===== src/hdl/cmdkw_pkg.sv =====
`default_nettype none
// ----------------------------------------------------------------------------
// cmdkw_pkg
// Shared types, character codes and keyword tables for the command keyword
// matcher.
// ----------------------------------------------------------------------------
package cmdkw_pkg;

  localparam int unsigned KW_COUNT  = 5;
  localparam int unsigned COUNT_W   = 7;
  localparam int unsigned CODE_W    = 3;
  localparam int unsigned KW_POS_W  = 4;

  localparam logic [CODE_W-1:0] CODE_STDEVICEID  = 3'd0;
  localparam logic [CODE_W-1:0] CODE_BATTREAD    = 3'd1;
  localparam logic [CODE_W-1:0] CODE_GETTIME     = 3'd2;
  localparam logic [CODE_W-1:0] CODE_GETDATE     = 3'd3;
  localparam logic [CODE_W-1:0] CODE_GETDISTANCE = 3'd4;
  localparam logic [CODE_W-1:0] CODE_NONE        = 3'd5;

  localparam logic [7:0] CHAR_TAB  = 8'h09;
  localparam logic [7:0] CHAR_LF   = 8'h0A;
  localparam logic [7:0] CHAR_CR   = 8'h0D;
  localparam logic [7:0] CHAR_SP   = 8'h20;
  localparam logic [7:0] CHAR_LC_A = 8'h61;
  localparam logic [7:0] CHAR_LC_Z = 8'h7A;
  localparam logic [7:0] CASE_MASK = 8'hDF;

  typedef logic [KW_COUNT-1:0] kw_mask_t;

  // One end-of-line result from the matcher.
  typedef struct packed {
    logic              valid;
    logic [CODE_W-1:0] code;
    logic              truncated;
  } match_res_t;

  function automatic logic [COUNT_W-1:0] kw_len(input logic [CODE_W-1:0] k);
    logic [COUNT_W-1:0] len;
    len = '0;
    unique case (k)
      CODE_STDEVICEID:  len = 7'd10;
      CODE_BATTREAD:    len = 7'd8;
      CODE_GETTIME:     len = 7'd7;
      CODE_GETDATE:     len = 7'd7;
      CODE_GETDISTANCE: len = 7'd11;
      default:          len = '0;
    endcase
    return len;
  endfunction

  function automatic logic [87:0] kw_text(input logic [CODE_W-1:0] k);
    logic [87:0] txt;
    txt = '0;
    unique case (k)
      CODE_STDEVICEID:  txt = {"STDEVICEID", 8'h00};
      CODE_BATTREAD:    txt = {"BATTREAD", 24'h0};
      CODE_GETTIME:     txt = {"GETTIME", 32'h0};
      CODE_GETDATE:     txt = {"GETDATE", 32'h0};
      CODE_GETDISTANCE: txt = "GETDISTANCE";
      default:          txt = '0;
    endcase
    return txt;
  endfunction

  // Character of keyword k at position pos; first character in the top byte.
  function automatic logic [7:0] kw_char(input logic [CODE_W-1:0] k,
                                         input logic [KW_POS_W-1:0] pos);
    logic [87:0] txt;
    logic [7:0]  ch;
    txt = kw_text(k);
    ch  = '0;
    for (int i = 0; i < 11; i++) begin
      if (pos == KW_POS_W'(i)) begin
        ch = txt[87 - 8*i -: 8];
      end
    end
    return ch;
  endfunction

endpackage
`default_nettype wire


===== src/hdl/cmdkw_match.sv =====
`default_nettype none
// ----------------------------------------------------------------------------
// cmdkw_match
// Line state (kept count, alive mask) and the per-character keyword check.
// Produces the end-of-line result combinationally for the byte being taken.
// ----------------------------------------------------------------------------
module cmdkw_match #(
  parameter int unsigned MAX_LINE = 120
) (
  input  wire logic                 clk,
  input  wire logic                 rst,
  input  wire logic                 step,
  input  wire logic [7:0]           rx_byte,
  output cmdkw_pkg::match_res_t     res
);

  logic [cmdkw_pkg::COUNT_W-1:0] kept_count, kept_count_next;
  cmdkw_pkg::kw_mask_t           keyword_alive, keyword_alive_next;

  logic                          is_skip;
  logic                          is_cr;
  logic [7:0]                    ch;
  logic [cmdkw_pkg::COUNT_W-1:0] count_inc;
  cmdkw_pkg::kw_mask_t           alive_upd;
  logic                          hit_limit;
  logic [cmdkw_pkg::COUNT_W-1:0] fin_count;
  cmdkw_pkg::kw_mask_t           fin_alive;
  logic [cmdkw_pkg::CODE_W-1:0]  fin_code;

  always_comb begin
    is_skip = (rx_byte == cmdkw_pkg::CHAR_LF) || (rx_byte == cmdkw_pkg::CHAR_SP) ||
              (rx_byte == cmdkw_pkg::CHAR_TAB);
    is_cr   = (rx_byte == cmdkw_pkg::CHAR_CR);
    if (rx_byte >= cmdkw_pkg::CHAR_LC_A && rx_byte <= cmdkw_pkg::CHAR_LC_Z) begin
      ch = rx_byte & cmdkw_pkg::CASE_MASK;
    end else begin
      ch = rx_byte;
    end

    // Positions past a keyword's length never clear its bit.
    alive_upd = keyword_alive;
    for (int k = 0; k < cmdkw_pkg::KW_COUNT; k++) begin
      if (kept_count < cmdkw_pkg::kw_len(cmdkw_pkg::CODE_W'(k)) &&
          cmdkw_pkg::kw_char(cmdkw_pkg::CODE_W'(k),
                             kept_count[cmdkw_pkg::KW_POS_W-1:0]) != ch) begin
        alive_upd[k] = 1'b0;
      end
    end
    count_inc = kept_count + 1'b1;
    hit_limit = (count_inc >= cmdkw_pkg::COUNT_W'(MAX_LINE));

    fin_count = is_cr ? kept_count : count_inc;
    fin_alive = is_cr ? keyword_alive : alive_upd;

    // lowest code wins
    fin_code = cmdkw_pkg::CODE_NONE;
    for (int k = cmdkw_pkg::KW_COUNT - 1; k >= 0; k--) begin
      if (fin_alive[k] && fin_count >= cmdkw_pkg::kw_len(cmdkw_pkg::CODE_W'(k))) begin
        fin_code = cmdkw_pkg::CODE_W'(k);
      end
    end

    res.valid     = step && !is_skip && (is_cr || hit_limit);
    res.code      = fin_code;
    res.truncated = !is_cr;

    kept_count_next    = kept_count;
    keyword_alive_next = keyword_alive;
    if (step && !is_skip) begin
      if (is_cr || hit_limit) begin
        kept_count_next    = '0;
        keyword_alive_next = '1;
      end else begin
        kept_count_next    = count_inc;
        keyword_alive_next = alive_upd;
      end
    end
  end

  always_ff @(posedge clk) begin
    if (rst) begin
      kept_count    <= '0;
      keyword_alive <= '1;
    end else begin
      kept_count    <= kept_count_next;
      keyword_alive <= keyword_alive_next;
    end
  end

endmodule
`default_nettype wire


===== src/hdl/command_keyword_matcher_unit.sv =====
`default_nettype none
// ----------------------------------------------------------------------------
// command_keyword_matcher_unit
// Terminal byte stream in, one keyword code per line out.
// ----------------------------------------------------------------------------
// Takes one received terminal byte per transfer on the slave side and sustains
// one byte per clock. Line feed, space and tab are dropped, letters are folded
// to upper case, and each kept byte is checked in place against STDEVICEID,
// BATTREAD, GETTIME, GETDATE and GETDISTANCE. A line ends on carriage return or
// after MAX_LINE kept bytes; one result transfer then carries the code of the
// lowest-numbered keyword that prefixes the line (5 when none does) and the
// truncation flag. Each byte is held in the input register, and the match
// check between it and the result register loads the result of a line that
// it ends. Backpressure on the master side holds both registers.
// ----------------------------------------------------------------------------
module command_keyword_matcher_unit #(
  parameter int unsigned MAX_LINE = 120
) (
  input  wire logic       clk,
  input  wire logic       rst,
  input  wire logic       s_tvalid,
  output logic            s_tready,
  input  wire logic [7:0] s_tdata,   // [7:0] rx_byte
  output logic            m_tvalid,
  input  wire logic       m_tready,
  output logic [7:0]      m_tdata    // [2:0] command_code, [3] line_truncated, [7:4] zero
);

  logic                  in_valid;
  logic [7:0]            in_byte;
  logic                  out_free;
  logic                  consume;
  cmdkw_pkg::match_res_t res;
  logic [cmdkw_pkg::CODE_W-1:0] out_code;
  logic                  out_trunc;

  assign out_free = !m_tvalid || m_tready;
  assign consume  = in_valid && out_free;
  assign s_tready = !in_valid || consume;

  always_ff @(posedge clk) begin
    if (rst) begin
      in_valid <= 1'b0;
    end else if (s_tready) begin
      in_valid <= s_tvalid;
    end
  end

  always_ff @(posedge clk) begin
    if (s_tready && s_tvalid) begin
      in_byte <= s_tdata;
    end
  end

  cmdkw_match #(
    .MAX_LINE (MAX_LINE)
  ) u_match (
    .clk     (clk),
    .rst     (rst),
    .step    (consume),
    .rx_byte (in_byte),
    .res     (res)
  );

  always_ff @(posedge clk) begin
    if (rst) begin
      m_tvalid <= 1'b0;
    end else if (consume) begin
      m_tvalid <= res.valid;
    end else if (m_tready) begin
      m_tvalid <= 1'b0;
    end
  end

  always_ff @(posedge clk) begin
    if (consume && res.valid) begin
      out_code  <= res.code;
      out_trunc <= res.truncated;
    end
  end

  assign m_tdata = {4'b0000, out_trunc, out_code};

  // A held input byte is not lost while the result side stalls.
  a_in_hold: assert property (@(posedge clk) disable iff (rst)
    in_valid && !consume |=> in_valid && $stable(in_byte))
    else $error("input register dropped a byte under stall");

  a_code_range: assert property (@(posedge clk) disable iff (rst)
    m_tvalid |-> m_tdata[2:0] <= cmdkw_pkg::CODE_NONE)
    else $error("command code out of range");

  a_ready_empty: assert property (@(posedge clk) disable iff (rst)
    !in_valid |-> s_tready)
    else $error("input not ready while input register empty");

  a_no_overwrite: assert property (@(posedge clk) disable iff (rst)
    m_tvalid && !m_tready |=> m_tvalid && $stable(out_code) && $stable(out_trunc))
    else $error("pending result overwritten");

endmodule
`default_nettype wire


===== config.mk =====
export PLATFORM = sky130hd
export DESIGN_NAME = command_keyword_matcher_unit
export DESIGN_NICKNAME = d
export VERILOG_FILES = /design/src/hdl/cmdkw_pkg.sv /design/src/hdl/cmdkw_match.sv /design/src/hdl/command_keyword_matcher_unit.sv
export SDC_FILE = /design/constraint.sdc
export NUM_CORES = 1
export LEC_CHECK = 0
export BUFFER_PORTS_ARGS = -buffer_cell sky130_fd_sc_hd__buf_2
export CAP_MARGIN = 40
export CORE_MARGIN = 3
export CORE_UTILIZATION = 60
export DETAILED_ROUTE_END_ITERATION = 10
export PLACE_DENSITY_LB_ADDON = 0.12
export SYNTH_ARGS = -nofsm -noshare
export SYNTH_HDL_FRONTEND = slang
export SYNTH_HIERARCHICAL = 1
export SYNTH_SLANG_ARGS = --single-unit

===== constraint.sdc =====
create_clock -name clk -period 4.2 [get_ports clk]
set_input_delay 0.84 -clock clk [delete_from_list [all_inputs] [get_ports clk]]
set_output_delay 0.84 -clock clk [all_outputs]
set_load 0.02 [all_outputs]

==> impl_metrics.tcl <==
set metrics [dict create \
    yosys.area.top_type "edfxtp_1" \
    ys.flop_type "dfxtp_1" \
    holdCritPathClass "reg2reg" \
    die_w_um 70.6 \
    r2r_cells 10 \
    start_util_pct 65.3 \
    core_um2 3830 \
    synthTopCellsByArea "edfxtp_1 (14%), dfxtp_1 (11%), a21oi_1 (4.4%), o21ai_0 (4.2%), nor2_1 (4.1%)" \
    grt_start_max_net_pins 27 \
    h-tree-depth 1 \
    cts_hold_buffers 0 \
    rr_startpoint "u_match/kept_count[0]" \
    end_kind "flip-flop" \
    combPwrFrac_pct 22.4 \
    switching_share_pct 28.8 \
    async_reset_ff_share_pct 0 \
    synth-edff-count 12 \
    fin_nets 342 \
    io-pin-count 22 \
    whs_ns 0.460 \
    crit_fanout 26 \
    clock.fmax_ghz 0.288 \
    grt_setup_unrepaired "false" \
    status "finished clean" \
    critPathKind "reg2reg" \
    holdPathStages 1 \
    drt_pass1_iterations 5 \
    wl_per_cell_um 16.7 \
    syn-cell-area_um2 2500 \
    cts_buffers 3 \
    diodes 0 \
    via_count 2460 \
    required_ns 4.22 \
    fin_worst_skew_ns 0.00748 \
    place_congestion 0.918 \
    slew_headroom_pct 46.0 \
    p_int_uw 467 \
    hold_violations 0 \
    p_switching_uw 189 \
    p_leak_nw 0.999 \
    post_route_cells_drive_above_1_share_pct 12.9 \
    tritoncts "yes" \
    clk_latency_ns 0.27 \
    min-delay-start "u_match/keyword_alive[1]" \
    netlist.area_leader.share_pct 14.4 \
    worst_pin_slew_ns 0.809 \
    p_clk_share_pct 31.4 \
    syn_to_final_growth_pct 4.20 \
    route.detailed.drc 0 \
    hpwl_um 4480 \
    drv_slew 0 \
    grt_remaining_overflow 0 \
    drtAntennaViolNets 0 \
    pre_cts_slack_ns 0.775 \
    r2r_end "out_code[2]" \
    synth_cell_type_count 67 \
    die_h_um 70.6 \
    placement_rows 22 \
    finish.utilization_pct 68.1 \
    postCtsSetupBuffers 0 \
    period_needed_ns 3.48 \
    r2r_slack_ns 0.72 \
    die-area_um2 4980 \
    syn_inst 330 \
    groute.usage.overall_pct 25.5 \
    numPortBuffers 17 \
    crit_arrival_ns 3.50 \
    startpoint_type "flip-flop" \
    min_to "u_match/keyword_alive[1]" \
    peakVddDrop_v 0.000249 \
    ys.warnings.count 6 \
    avgSynthCellArea_um2 7.58 \
    synth_commonest_cells "nor2_1 (27), clkbuf_1 (23), a21oi_1 (22)" \
    setup_viol 0 \
    period_share_pct 82.7 \
    dr.first_iter.drc_count 318 \
    via_per_inst 6.60 \
    grt_pass1_vias 2175 \
    cts_num_sinks 26 \
    grt_antenna_before_repair 0 \
    clockRootBuffer "clkbuf_8" \
    p_seq_share_pct 46.2 \
    yosysMostFrequentCell "nor2_1" \
    clk_pin_slew_ns 0.09 \
    cts_buffer_depth 2 \
    postCtsResizedCells 0 \
    grt_pass1_wl_um 10500 \
    synth_seq_cells 26 \
    p_per_area_nw_per_um2 252 \
    setup-tns-final_ns 0 \
    layout_setup_ws_ns 0.725 \
    cap_viol_max_count 0 \
    routed_wl_um 6220 \
    synth_seq_area_share_pct 25.6 \
]
## layout make-up
type / count / area (µm²)
clock inverter: 1 / 30.0
timing repair buffer: 21 / 115
inverter: 12 / 45.0
fill: 337 / 1220
clock buffer: 3 / 41.3
sequential: 26 / 641
tap: 48 / 60.1
multi-input combinational: 262 / 1670
## power by group through the flow
stage,Sequential [mW],Clock (mW),Combinational [mW]
6_report,0.303,0.206,0.147
5_1_grt,0.306,0.221,0.162
4_1_cts,0.302,0.211,0.144
3_5_place_dp,0.308,0,0.143
3_3_place_gp,0.307,0,0.140
2_1_floorplan,0.291,0,0.132
## how the worst max path moves through the flow
stage,startpoint,to,slack [ns],cells past startpoint
6_report,u_match/kept_count[0],out_code[2],0.72,10
5_1_grt,u_match/kept_count[0],out_code[1],0.44,9
4_1_cts,u_match/kept_count[0],out_code[1],0.74,9
3_5_place_dp,u_match/kept_count[0],out_code[2],0.77,10
3_3_place_gp,u_match/kept_count[0],out_code[2],0.88,10
2_1_floorplan,u_match/kept_count[1],out_code[2],1.23,12
## critical path, cell delays in order (launching register included)
cell	delay (ns)
dfxtp_1	0.43
inv_1	0.13
ha_1	0.49
or3b_1	0.58
or4_4	0.46
a2111oi_4	0.41
nand2_2	0.10
o41ai_2	0.37
o21ai_1	0.14
inv_1	0.07
nor3_1	0.04
## sequential cells by signal, summed over array words and instances, names as in the netlist
register and count:
u_match/kept_count 7, in_valid 1, out_trunc 1, out_code 3, in_byte 8, u_match/keyword_alive 5
m_tvalid 1
## cell families (layout without fill, tap and decap cells)
group           count (synthesis)  in the layout  synth area share [%]
xor+xnor                       14             14                  4.91
compound gates                100            100                  28.1
mux                             3              3                  1.30
simple gates                  137            137                  30.0
flops                          26             26                  25.6
other cells                     1              4                 0.150
fa+ha+maj                       4              4                  2.00
buf+inv                        45             37                  7.91
## routing by layer
| layer | up-vias | GRT usage, % | part of all wire (%) | wire length [µm] |
|---|---|---|---|---|
| met5 | - | 0 | 0 | 0 |
| met4 | 0 | 4.80 | 1.4 | 87 |
| li1 | 1192 | - | - | - |
| met3 | 10 | 5.40 | 9.3 | 581 |
| met2 | 141 | 41.7 | 46 | 2890 |
| met1 | 1117 | 35.2 | 43 | 2670 |
## through the flow
stage               total power, mW  area, µm²  std cells
global placement              0.447       2530        369
global route                  0.689       2610        373
floorplan                     0.423       2510        333
finish                        0.656       2610        373
CTS                           0.657       2610        373
detailed placement            0.451       2530        369
## placed cells by master (no fill, tap or decap), types with 5 or more instances in the layout
master | synthesis | final
a211oi_1 | 5 | 5
a21oi_1 | 22 | 22
a31oi_1 | 5 | 5
and2_1 | 6 | 6
buf_2 | 2 | 17
dfxtp_1 | 14 | 14
edfxtp_1 | 12 | 12
inv_1 | 12 | 12
nand2_1 | 19 | 19
nand2b_1 | 10 | 10
nand3_1 | 13 | 13
nand4_1 | 7 | 7
nor2_1 | 27 | 27
nor2b_1 | 11 | 11
nor3_1 | 13 | 13
o21ai_0 | 21 | 21
or3_1 | 7 | 7
xnor2_1 | 6 | 6
xor2_1 | 8 | 8
(Power assumes the default switching activity.)
